### config.mk
export PLATFORM = sky130hd
export DESIGN_NAME = paced_announcement_queue_flat
export DESIGN_NICKNAME = d
export VERILOG_FILES = /design/src/sv/paq_pkg.sv /design/src/sv/paq_if.sv /design/src/sv/paced_announcement_queue.sv /design/src/sv/paq_ram.sv /design/src/flat_wrapper.sv
export VERILOG_INCLUDE_DIRS = /design/src /design/src/sv
export SDC_FILE = /design/constraint.sdc
export NUM_CORES = 1
export LEC_CHECK = 0
export BUFFER_PORTS_ARGS = -buffer_cell sky130_fd_sc_hd__buf_2
export CAP_MARGIN = 5
export CELL_PAD_IN_SITES_DETAIL_PLACEMENT = 1
export CELL_PAD_IN_SITES_GLOBAL_PLACEMENT = 1
export CORE_UTILIZATION = 50
export DETAILED_ROUTE_END_ITERATION = 8
export GPL_TIMING_DRIVEN = 0
export PLACE_DENSITY = 0.86
export SYNTH_ARGS = -nofsm -noshare
export SYNTH_HDL_FRONTEND = slang
export SYNTH_SLANG_ARGS = --single-unit
### constraint.sdc
create_clock -name clk -period 8.2 [get_ports clk]
set_input_delay 0.82 -clock clk [delete_from_list [all_inputs] [get_ports clk]]
set_output_delay 0.82 -clock clk [all_outputs]
set_load 0.1 [all_outputs]
### src/sv/paced_announcement_queue_defines.svh
// Assertion macros for the paced announcement queue RTL.
// Included by paced_announcement_queue, which carries concurrent assertions; no other dependencies.
`ifndef PACED_ANNOUNCEMENT_QUEUE_DEFINES_SVH
`define PACED_ANNOUNCEMENT_QUEUE_DEFINES_SVH

`ifndef ASSERT_OFF
// Checked on every clock edge outside reset.
`define PAQ_ASSERT(label, clk, rst_n, prop, msg) \
    label: assert property (@(posedge clk) disable iff (!rst_n) prop) else $error(msg);
// Checked on every clock edge, including during reset.
`define PAQ_ASSERT_ALWAYS(label, clk, prop, msg) \
    label: assert property (@(posedge clk) prop) else $error(msg);
`else
`define PAQ_ASSERT(label, clk, rst_n, prop, msg)
`define PAQ_ASSERT_ALWAYS(label, clk, prop, msg)
`endif

`endif

### src/sv/paq_pkg.sv
// Types and constants of the paced announcement queue.
// No dependencies; used by the interfaces, the paced_announcement_queue module and the testbench.
`default_nettype none

package paq_pkg;

    localparam int KIND_W   = 2;
    localparam int CALL_IN_W = 16;
    localparam int CALL_W   = 15;
    localparam int GAP_W    = 16;
    localparam int STATUS_W = 2;

    localparam int APB_ADDR_W = 3;
    localparam int APB_DATA_W = 32;

    localparam logic [CALL_W-1:0] VOICE_THRESHOLD_RESET = CALL_W'(224);

    typedef enum logic [KIND_W-1:0] {
        KIND_TICK          = 2'd0,
        KIND_ADD           = 2'd1,
        KIND_ADD_IF_SILENT = 2'd2
    } kind_t;

    typedef enum logic [STATUS_W-1:0] {
        STATUS_DONE       = 2'd0,
        STATUS_IDLE_TICK  = 2'd1,
        STATUS_RANGE      = 2'd2,
        STATUS_NOT_SILENT = 2'd3
    } status_t;

    // Register index, taken from the word address bit of the APB port.
    typedef enum logic {
        REG_GAP_TICKS       = 1'b0,
        REG_VOICE_THRESHOLD = 1'b1
    } reg_index_t;

endpackage

`default_nettype wire

### src/sv/paq_if.sv
// Valid/ready channel interfaces for queue commands and results.
// Depends on paq_pkg for the field widths.
`default_nettype none

interface paq_cmd_if
    import paq_pkg::*;
();
    logic                 valid;
    logic                 ready;
    logic [KIND_W-1:0]    kind;
    logic [CALL_IN_W-1:0] call_number;

    modport source (output valid, output kind, output call_number, input ready);
    modport sink (input valid, input kind, input call_number, output ready);
endinterface

interface paq_rsp_if
    import paq_pkg::*;
();
    logic                valid;
    logic                ready;
    logic [STATUS_W-1:0] status;
    logic [CALL_W-1:0]   played_call;
    logic                played_is_voice;
    logic                now_silent;

    modport source (output valid, output status, output played_call,
                    output played_is_voice, output now_silent, input ready);
    modport sink (input valid, input status, input played_call,
                  input played_is_voice, input now_silent, output ready);
endinterface

`default_nettype wire

### src/sv/paced_announcement_queue.sv
// A command's result is loaded into the output register when the command is accepted.
// Throughput: one command per cycle while results are taken, set by the
// single result register and the call store's one write and one registered read port.
// Reset clears the pointers, the hold-off timer and the output valid, sets gap_ticks to 0
// and voice_threshold to 224. The call store is not cleared; it needs no clearing pass.
// Depends on paq_pkg, paq_if, paq_ram and paced_announcement_queue_defines.svh.
`default_nettype none
`include "paced_announcement_queue_defines.svh"

module paced_announcement_queue
    import paq_pkg::*;
#(
    parameter int QUEUE_SLOTS = 8
) (
    input  wire logic                  clk,
    input  wire logic                  rst_n,
    paq_cmd_if.sink                    cmd,
    paq_rsp_if.source                  rsp,
    input  wire logic                  psel,
    input  wire logic                  penable,
    input  wire logic                  pwrite,
    input  wire logic [APB_ADDR_W-1:0] paddr,
    input  wire logic [APB_DATA_W-1:0] pwdata,
    output      logic [APB_DATA_W-1:0] prdata,
    output      logic                  pready
);

    localparam int PTR_W = $clog2(QUEUE_SLOTS);
    localparam logic [PTR_W-1:0] LAST_SLOT = PTR_W'(QUEUE_SLOTS - 1);

    function automatic logic [PTR_W-1:0] advance(input logic [PTR_W-1:0] p);
        advance = (p == LAST_SLOT) ? '0 : p + PTR_W'(1);
    endfunction

    // Configuration registers.
    logic [GAP_W-1:0]  gap_ticks_reg;
    logic [CALL_W-1:0] voice_threshold_reg;
    logic              cfg_write;
    reg_index_t        cfg_index;

    // Queue state.
    logic [PTR_W-1:0]  wr_ptr_reg, wr_ptr_next;
    logic [PTR_W-1:0]  rd_ptr_reg, rd_ptr_next;
    logic [GAP_W-1:0]  hold_reg, hold_next;

    // Store read path with bypass for an entry written while it was being read.
    logic              store_we;
    logic [CALL_W-1:0] ram_q;
    logic              byp_valid_reg, byp_valid_next;
    logic [CALL_W-1:0] byp_data_reg;
    logic [CALL_W-1:0] head_call;

    // Result register.
    logic              out_valid_reg, out_valid_next;
    status_t           rsp_status_reg, status_next;
    logic [CALL_W-1:0] rsp_played_reg, played_next;
    logic              rsp_voice_reg, voice_next;
    logic              rsp_silent_reg, silent_next;

    logic              cmd_fire;
    logic              silent_now;
    logic              add_req;

    assign pready    = 1'b1;
    assign cfg_write = psel && penable && pwrite && pready;
    assign cfg_index = reg_index_t'(paddr[2]);

    always_comb
    begin
        case (cfg_index)
            REG_GAP_TICKS:       prdata = APB_DATA_W'(gap_ticks_reg);
            REG_VOICE_THRESHOLD: prdata = APB_DATA_W'(voice_threshold_reg);
            default:             prdata = '0;
        endcase
    end

    always_ff @(posedge clk or negedge rst_n)
    begin
        if (!rst_n)
        begin
            gap_ticks_reg       <= '0;
            voice_threshold_reg <= VOICE_THRESHOLD_RESET;
        end
        else if (cfg_write)
        begin
            case (cfg_index)
                REG_GAP_TICKS:       gap_ticks_reg       <= pwdata[GAP_W-1:0];
                REG_VOICE_THRESHOLD: voice_threshold_reg <= pwdata[CALL_W-1:0];
                default:             gap_ticks_reg       <= gap_ticks_reg;
            endcase
        end
    end

    assign cmd.ready  = !out_valid_reg || rsp.ready;
    assign cmd_fire   = cmd.valid && cmd.ready;
    assign silent_now = (wr_ptr_reg == rd_ptr_reg) && (hold_reg == '0);
    assign head_call  = byp_valid_reg ? byp_data_reg : ram_q;

    // Add-if-silent turns into a plain add when the queue is silent before the step.
    assign add_req = (kind_t'(cmd.kind) == KIND_ADD)
                  || ((kind_t'(cmd.kind) == KIND_ADD_IF_SILENT) && silent_now);

    always_comb
    begin
        wr_ptr_next = wr_ptr_reg;
        rd_ptr_next = rd_ptr_reg;
        hold_next   = hold_reg;
        store_we    = 1'b0;
        status_next = STATUS_IDLE_TICK;
        played_next = '0;
        voice_next  = 1'b0;
        if (cmd_fire)
        begin
            if (add_req)
            begin
                if (cmd.call_number[CALL_IN_W-1])
                begin
                    status_next = STATUS_RANGE;
                end
                else
                begin
                    store_we    = 1'b1;
                    wr_ptr_next = advance(wr_ptr_reg);
                    status_next = STATUS_DONE;
                end
            end
            else
            begin
                case (kind_t'(cmd.kind))
                    KIND_TICK:
                    begin
                        if (hold_reg != '0)
                        begin
                            hold_next = hold_reg - GAP_W'(1);
                        end
                        else if (wr_ptr_reg != rd_ptr_reg)
                        begin
                            rd_ptr_next = advance(rd_ptr_reg);
                            played_next = head_call;
                            voice_next  = (head_call >= voice_threshold_reg);
                            hold_next   = gap_ticks_reg;
                            status_next = STATUS_DONE;
                        end
                    end
                    KIND_ADD_IF_SILENT: status_next = STATUS_NOT_SILENT;
                    default:            status_next = STATUS_IDLE_TICK;
                endcase
            end
        end
        silent_next    = (wr_ptr_next == rd_ptr_next) && (hold_next == '0);
        byp_valid_next = store_we && (wr_ptr_reg == rd_ptr_next);
        if (cmd_fire)
        begin
            out_valid_next = 1'b1;
        end
        else
        begin
            out_valid_next = out_valid_reg && !rsp.ready;
        end
    end

    paq_ram #(
        .WIDTH (CALL_W),
        .DEPTH (QUEUE_SLOTS)
    ) u_call_store (
        .clk     (clk),
        .we      (store_we),
        .wr_addr (wr_ptr_reg),
        .wr_data (cmd.call_number[CALL_W-1:0]),
        .rd_addr (rd_ptr_next),
        .rd_data (ram_q)
    );

    always_ff @(posedge clk or negedge rst_n)
    begin
        if (!rst_n)
        begin
            wr_ptr_reg    <= '0;
            rd_ptr_reg    <= '0;
            hold_reg      <= '0;
            byp_valid_reg <= 1'b0;
            out_valid_reg <= 1'b0;
        end
        else
        begin
            wr_ptr_reg    <= wr_ptr_next;
            rd_ptr_reg    <= rd_ptr_next;
            hold_reg      <= hold_next;
            byp_valid_reg <= byp_valid_next;
            out_valid_reg <= out_valid_next;
        end
    end

    always_ff @(posedge clk)
    begin
        byp_data_reg <= cmd.call_number[CALL_W-1:0];
        if (cmd_fire)
        begin
            rsp_status_reg <= status_next;
            rsp_played_reg <= played_next;
            rsp_voice_reg  <= voice_next;
            rsp_silent_reg <= silent_next;
        end
    end

    assign rsp.valid           = out_valid_reg;
    assign rsp.status          = rsp_status_reg;
    assign rsp.played_call     = rsp_played_reg;
    assign rsp.played_is_voice = rsp_voice_reg;
    assign rsp.now_silent      = rsp_silent_reg;

    `PAQ_ASSERT(a_play_reloads_timer, clk, rst_n,
        cmd_fire && (kind_t'(cmd.kind) == KIND_TICK) && (hold_reg == '0)
        && (wr_ptr_reg != rd_ptr_reg) |=> (hold_reg == $past(gap_ticks_reg)),
        "hold-off timer not reloaded after a play")
    `PAQ_ASSERT(a_silent_matches_state, clk, rst_n,
        cmd_fire |=> (rsp_silent_reg == ((wr_ptr_reg == rd_ptr_reg) && (hold_reg == '0))),
        "reported silence differs from queue state")
    `PAQ_ASSERT(a_refused_keeps_pointers, clk, rst_n,
        cmd_fire && (status_next != STATUS_DONE) |=> $stable(wr_ptr_reg) && $stable(rd_ptr_reg),
        "pointer moved on a refused or idle command")
    `PAQ_ASSERT(a_played_only_when_done, clk, rst_n,
        out_valid_reg && (rsp_status_reg != STATUS_DONE) |-> (rsp_played_reg == '0) && !rsp_voice_reg,
        "played fields set without a play")
    // A clock edge seen in reset leaves the control state cleared after it.
    `PAQ_ASSERT_ALWAYS(a_no_bypass_in_reset, clk,
        !rst_n |=> !byp_valid_reg && !out_valid_reg,
        "control state not cleared in reset")

endmodule

`default_nettype wire

### src/sv/paq_ram.sv
// Generic simple dual-port RAM: one write port, one registered read port.
// No dependencies. A read of the address being written returns the old data.
`default_nettype none

module paq_ram #(
    parameter int WIDTH = 15,
    parameter int DEPTH = 8
) (
    input  wire logic                     clk,
    input  wire logic                     we,
    input  wire logic [$clog2(DEPTH)-1:0] wr_addr,
    input  wire logic [WIDTH-1:0]         wr_data,
    input  wire logic [$clog2(DEPTH)-1:0] rd_addr,
    output      logic [WIDTH-1:0]         rd_data
);

    logic [WIDTH-1:0] mem_reg [DEPTH];
    logic [WIDTH-1:0] rd_data_reg;

    always_ff @(posedge clk)
    begin
        if (we)
        begin
            mem_reg[wr_addr] <= wr_data;
        end
        rd_data_reg <= mem_reg[rd_addr];
    end

    assign rd_data = rd_data_reg;

endmodule

`default_nettype wire

### src/flat_wrapper.sv
// flat-port wrapper written by rule: the top's interface ports become plain ports
module paced_announcement_queue_flat import paq_pkg::*;
#(
    parameter int QUEUE_SLOTS = 8
)
  (clk, rst_n, psel, penable, pwrite, paddr, pwdata, prdata, pready, cmd_valid, cmd_kind, cmd_call_number, cmd_ready, rsp_valid, rsp_status, rsp_played_call, rsp_played_is_voice, rsp_now_silent, rsp_ready);
  paq_cmd_if cmd_i ();
  paq_rsp_if rsp_i ();
  input  wire logic clk;
  input  wire logic rst_n;
  input  wire logic psel;
  input  wire logic penable;
  input  wire logic pwrite;
  input  wire logic [APB_ADDR_W-1:0] paddr;
  input  wire logic [APB_DATA_W-1:0] pwdata;
  output      logic [APB_DATA_W-1:0] prdata;
  output      logic pready;
  input wire logic [$bits(cmd_i.valid)-1:0] cmd_valid;
  input wire logic [$bits(cmd_i.kind)-1:0] cmd_kind;
  input wire logic [$bits(cmd_i.call_number)-1:0] cmd_call_number;
  output wire logic [$bits(cmd_i.ready)-1:0] cmd_ready;
  output wire logic [$bits(rsp_i.valid)-1:0] rsp_valid;
  output wire logic [$bits(rsp_i.status)-1:0] rsp_status;
  output wire logic [$bits(rsp_i.played_call)-1:0] rsp_played_call;
  output wire logic [$bits(rsp_i.played_is_voice)-1:0] rsp_played_is_voice;
  output wire logic [$bits(rsp_i.now_silent)-1:0] rsp_now_silent;
  input wire logic [$bits(rsp_i.ready)-1:0] rsp_ready;
  assign cmd_i.valid = cmd_valid;
  assign cmd_i.kind = cmd_kind;
  assign cmd_i.call_number = cmd_call_number;
  assign cmd_ready = cmd_i.ready;
  assign rsp_valid = rsp_i.valid;
  assign rsp_status = rsp_i.status;
  assign rsp_played_call = rsp_i.played_call;
  assign rsp_played_is_voice = rsp_i.played_is_voice;
  assign rsp_now_silent = rsp_i.now_silent;
  assign rsp_i.ready = rsp_ready;
  paced_announcement_queue #(.QUEUE_SLOTS(QUEUE_SLOTS)) u_core (.clk(clk), .rst_n(rst_n), .cmd(cmd_i), .rsp(rsp_i), .psel(psel), .penable(penable), .pwrite(pwrite), .paddr(paddr), .pwdata(pwdata), .prdata(prdata), .pready(pready));
endmodule
==> results of run 1 <==
[cell usage in the layout, fill, tap and decap left out, drive strengths merged, types with 17 or more instances in the layout]
cell	n
mux2i	37
buf	117
mux2	89
edfxtp	139
nor3	18
ha	21
inv	27
nand2	21
and3	19
dfrtp	52
conb	17
dfxtp	30
nor2	31
clkbuf	51
[metrics by stage]
stage                     power [mW]  std cells  cell area [um2]
after floorplan                 1.74        723             9870
after global placement          1.85       1060            10600
after detailed placement        1.88       1071            10700
after CTS                       2.94       1115            11500
after global routing            3.01       1115            11500
final                           2.93       1115            11500
[layout make-up]
type / instances / area share
tap: 260 / 0.0283
buffer: 45 / 0.0220
timing repair buffer: 88 / 0.0432
multi-input combinational: 427 / 0.296
sequential: 224 / 0.535
clock buffer: 35 / 0.0584
clock inverter: 9 / 0.00870
inverter: 27 / 0.00881
[logic make-up after synthesis]
logic type                 Yosys count  synth area share
AOI/OAI and AO/OA                   91            0.0656
xor gates and xnor gates             8           0.00714
adders and majority gates           21            0.0268
buffers and inverters               72            0.0361
DFF                                224             0.627
muxes                              126             0.140
other                                2          0.000765
and+or+nand+nor                    164            0.0965
[report_power, final]
part           total [mW]  switching (mW)  internal [mW]
sequential           1.34          0.0737           1.26
combinational       0.537           0.394          0.144
clock                1.06           0.454          0.605
[worst max-delay path, cell delays in order, from the launching register on]
cell,delay [ps]
dfrtp_1,390
buf_2,210
xnor2_1,420
nand3_1,250
clkbuf_1,340
nor4b_1,530
o21ai_0,480
inv_1,170
nand2_1,200
nor3_2,850
buf_6,270
[how the worst max path moves through the flow]
stage	start	endpoint	slack [ps]	cells past startpoint
after floorplan	paddr[2]	prdata[6]	3960	3
after global placement	u_core.wr_ptr_reg[1]$_DFF_PN0_	u_core.u_call_store.mem_reg[1][11]$_DFFE_PP_	2190	7
after detailed placement	rsp_ready	u_core.u_call_store.rd_data[5]$_DFF_P_	3920	10
after CTS	u_core.hold_reg[8]$_DFF_PN0_	u_core.u_call_store.rd_data[5]$_DFF_P_	3930	8
after global routing	u_core.wr_ptr_reg[1]$_DFF_PN0_	u_core.u_call_store.mem_reg[2][6]$_DFFE_PP_	3620	10
final	u_core.wr_ptr_reg[1]$_DFF_PN0_	u_core.u_call_store.mem_reg[2][6]$_DFFE_PP_	3800	10
[metal layers]
| metal | track usage | share of wire | vias to the layer above |
|---|---|---|---|
| met5 | 0 | 0 | - |
| met4 | 0.139 | 0.042 | 0 |
| met3 | 0.0656 | 0.065 | 89 |
| met2 | 0.497 | 0.49 | 308 |
| met1 | 0.379 | 0.40 | 3453 |
| li1 | - | - | 2923 |
==> run_results.csv, run 1 <==
group,metric,value,unit
layout,largest_reg_flops,120,
run_status,status,"complete, no violations",
worst_setup_path,worstReg2RegStart,"u_core.wr_ptr_reg[1]$_DFF_PN0_",
layout,multi_input_area,3410,um2
layout,fill_cells,1842,
die,ioPinCount,114,
synth,synth_edf_count,139,
layout,drive_above_1_share,0.288,
synth,yosysMostFrequentCell,"edfxtp_1",
run,cap_violations,0,
clocking,clk_pin_slew_worst_paths,60,ps
clocking,clkLatencyLatePin,550,ps
worst_setup_path,worstSetupStartpointType,"flip-flop",
worst_setup_path,critPathRequiredTime,8430,ps
placed_design,dp_slack,3920,ps
global_route,grt.total_usage,0.301,
timing,rsz0062_at_grt,"false",
timing,setup_slack,3800,ps
timing,fin_setup_tns,0,ps
min_path,hp-class,"input port to asynchronous set/reset pin",
route,vias,6773,
synth,synthDistinctLibCells,65,
route,wl_per_cell,26.5,um
clocking,root_buffer,"clkbuf_16",
route,via_per_inst,6.07,
die,die_area,20200,um2
timing,drv_slew,0,
worst_setup_path,worstPathArrival,4640,ps
timing,worstMarginPinSlew,1130,ps
timing,finClkSkew,28.6,ps
timing,finalSetupViolations,0,
synth,synthCells,708,
layout,nets,918,
clocking,cts_made_buffers,24,
clocking,max-clock-path-buffers,3,
synth,syn_avg_cell_area,13.9,um2
power_and_ir_drop,p_per_area,255,nW/um2
layout,seq_area,6150,um2
route,remaining_drc_errors,0,
die,die_height,142,um
worst_setup_path,reg2reg_depth,10,
timing,finalCritPeriodShare,0.537,
power_and_ir_drop,ir_drop,213,uV
clocking,postCtsSetupRepairBufs,0,
synth,async_flop_share,0.246,
placed_design,port_buffers,77,
die,die_w,142,um
synth,yosysTopAreaCell,"edfxtp_1",
synth,ys.flop_type,"edfxtp_1",
timing,final_hold_viol_count,0,
route,drtIter0Drc,619,
die,start_util,0.518,
route,routed_wl,29600,um
global_route,grt_pass1_vias,7186,
global_route,grt_first_pass_wirelength,44400,um
clocking,htreeDepth,1,
placed_design,hpwl,20300,um
timing,whs,341,ps
clocking,cts-resized-gates,0,
synth,synth.top_cell.area_share,0.425,
layout,area_delta_synth_final,17.2,%
placed_design,place.gp.congestion,0.874,
global_route,antenna_found_initial,0,
die,core_area,19000,um2
worst_setup_path,critPathCaptureType,"flip-flop",
synth,syn_area,9820,um2
synth,synthTopCellsByCount,"edfxtp_1 (139), mux2_2 (74), dfrtp_1 (52), mux2i_1 (36), nor2_1 (31)",
layout,diodes,0,
worst_setup_path,rrSetupSlack,3800,ps
global_route,grt_max_degree,56,
global_route,globalRoute.totalOverflow,0,
synth,ys_ff_latch,224,
route,drt-pass1-iter-count,5,
clocking,postCtsHoldBufs,0,
synth,yosysWarnings,0,
synth,yosys-top-cells-area,"edfxtp_1 (43%), dfrtp_1 (13%), mux2_2 (8.5%), dfxtp_1 (6.1%), mux2i_1 (3.7%)",
clocking,cts_tree,"built",
synth,synth-seq-area-share,0.627,
route,postRouteAntennaNets,0,
timing,period_needed,4400,ps
power_and_ir_drop,p_leak,4.68,nW
timing,max_freq,227,MHz
layout,final_core_util,0.607,
timing,slew_headroom,0.238,
die,rows,50,
clocking,clock_sinks,224,
worst_setup_path,r2r-end,"u_core.u_call_store.mem_reg[2][6]$_DFFE_PP_",
worst_setup_path,crit_type,"flip-flop to flip-flop",
worst_setup_path,path_max_fanout,10,
Note: power is estimated with default switching activity, not from simulation.
==> run 2: changes to the inputs <==
CORE_UTILIZATION = 43   (was 50)
PLACE_DENSITY = 0.79   (was 0.86)
clock period = 4 ns   (was 8.2 ns; I/O delays follow)
==> run 2 against run 1 <==
Net effect:
- non-clock buffer count increased by 10
- flip-flop and latch count unchanged
- power increased by 120%
- die area increased by 16%
- final cell count increased by 2.7%
- first-iteration DRC count decreased by 23%
- critical path depth decreased by 2
- sequential power increased by 100%
- clock skew decreased by 1.9 ps
- global-route usage decreased by 7.3 points
==> run_results.csv, run 2 (synthesis gave the netlist of run 1 again) <==
group,metric,value,unit
placed_design,hpwl,18600,um
min_path,hp-class,"input port to flip-flop",
timing,max_freq,262,MHz
layout,stdcell_area,11800,um2
timing,finalSetupViolations,0,
clocking,clkLatencyLatePin,550,ps
run,cap_violations,0,
global_route,grt_pass1_vias,6834,
power_and_ir_drop,p_per_area,540,nW/um2
timing,finClkSkew,26.6,ps
placed_design,port_buffers,77,
layout,final_cell_mix,"edfxtp_1 (139), buf_2 (83), mux2_2 (74)",
timing,drv_slew,0,
die,core_area,22100,um2
power_and_ir_drop,p_leak,4.84,nW
die,die_height,153,um
clocking,clk_pin_slew_worst_paths,60,ps
layout,drive_above_1_share,0.306,
layout,area_delta_synth_final,20.6,%
layout,nets,928,
timing,final_hold_viol_count,0,
layout,largest_reg_flops,120,
die,die_area,23400,um2
worst_setup_path,path_buf_inv,3,
power_and_ir_drop,ir_drop,417,uV
placed_design,dp_slack,-95.2,ps
timing,rsz0062_at_grt,"false",
clocking,cts_made_buffers,24,
die,start_util,0.444,
worst_setup_path,worstSetupStartpointType,"flip-flop",
timing,worstMarginPinSlew,1010,ps
clocking,clock_sinks,224,
die,ioPinCount,114,
global_route,grt_first_pass_wirelength,40500,um
global_route,grt.total_usage,0.228,
route,wl_per_cell,23.5,um
worst_setup_path,critPathRequiredTime,4230,ps
worst_setup_path,critPathCaptureType,"flip-flop",
worst_setup_path,path_max_fanout,10,
route,remaining_drc_errors,0,
die,rows,54,
worst_setup_path,crit_type,"flip-flop to flip-flop",
clocking,htreeDepth,1,
layout,final_common_cell,"edfxtp_1",
worst_setup_path,worstPathCellList,"buf_2 -> xnor2_1 -> nand3_1 -> clkbuf_1 -> nor4b_1 -> o21ai_1 -> nor4b_2 -> buf_4",
route,drtIter0Drc,478,
timing,period_needed,3820,ps
route,vias,6585,
worst_setup_path,worstPathArrival,4050,ps
worst_setup_path,crit_family,"simple AND/OR/NAND/NOR gates",
run_status,status,"complete, no violations",
timing,whs,47.9,ps
worst_setup_path,cpPeakStageDelay,740,ps
route,via_per_inst,5.75,
timing,setup_slack,185,ps
timing,fin_setup_tns,0,ps
placed_design,post_dp_cell_area,10700,um2
route,postRouteAntennaNets,0,
clocking,max-clock-path-buffers,3,
global_route,globalRoute.totalOverflow,0,
route,drt-pass1-iter-count,4,
timing,finalCritPeriodShare,0.954,
placed_design,place.gp.congestion,0.895,
timing,slew_headroom,0.325,
worst_setup_path,slowest_stage,"nor4b_2",
layout,diodes,0,
die,die_w,153,um
clocking,cts_tree,"built",
global_route,grt_max_degree,56,
clocking,root_buffer,"clkbuf_16",
route,routed_wl,26900,um
global_route,antenna_found_initial,0,
[run 2: final timing paths]
path,start,to,slack [ps],cells after the start
max in group asynchronous,rst_n,u_core.hold_reg[10]$_DFF_PN0_,3030,2
min,cmd_call_number[12],u_core.byp_data_reg[12]$_DFF_P_,50,1
min reg2reg,u_core.gap_ticks_reg[6]$_DFFE_PN0P_,u_core.gap_ticks_reg[6]$_DFFE_PN0P_,540,1
min in group asynchronous,rst_n,u_core.rsp.valid$_DFF_PN0_,470,2
max reg2reg,u_core.wr_ptr_reg[1]$_DFF_PN0_,u_core.u_call_store.mem_reg[4][0]$_DFFE_PP_,180,8
max,u_core.wr_ptr_reg[1]$_DFF_PN0_,u_core.u_call_store.mem_reg[4][0]$_DFFE_PP_,180,8
[run 2: per-stage QoR]
| step | utilization | std cells | total power [mW] |
|---|---|---|---|
| floorplan | - | 723 | 3.56 |
| global placement | 0.480 | 1080 | 3.80 |
| detailed placement | 0.486 | 1090 | 3.83 |
| CTS | 0.529 | 1134 | 6.39 |
| global route | 0.536 | 1145 | 6.56 |
| finish | 0.536 | 1145 | 6.39 |
[run 2: per-layer routing]
layer  GRT usage  part of all wire  vias up
li1            -                 -     2937
met1       0.299              0.44     3387
met2       0.392              0.49      205
met3      0.0309             0.042       56
met4      0.0722             0.030        0
met5           0                 0        -
[run 2: final cells by class]
type	count	area (um2)
Multi-Input combinational cell	427	3460
Clock buffer	27	632
Clock inverter	17	294
Inverter	27	101
Timing Repair Buffer	98	596
Tap cell	280	350
Fill cell	2203	10300
Buffer	45	254
Sequential cell	224	6150
[run 2: repair_timing]
item / 4_1_cts / 5_1_grt
gates cloned: 0 / 0
setup buffers: 0 / 10
hold buffers: 0 / 1
pin swaps: 0 / 5
hold endpoints to repair: 0 / 24
resized for setup: 3 / 9
setup endpoints to repair: 46 / 97
[run 2: power by group]
part	total (mW)	switching (mW)	internal [mW]
clock network	2.58	0.977	1.60
logic	1.08	0.790	0.294
registers	2.73	0.143	2.59
total	6.39	1.91	4.48
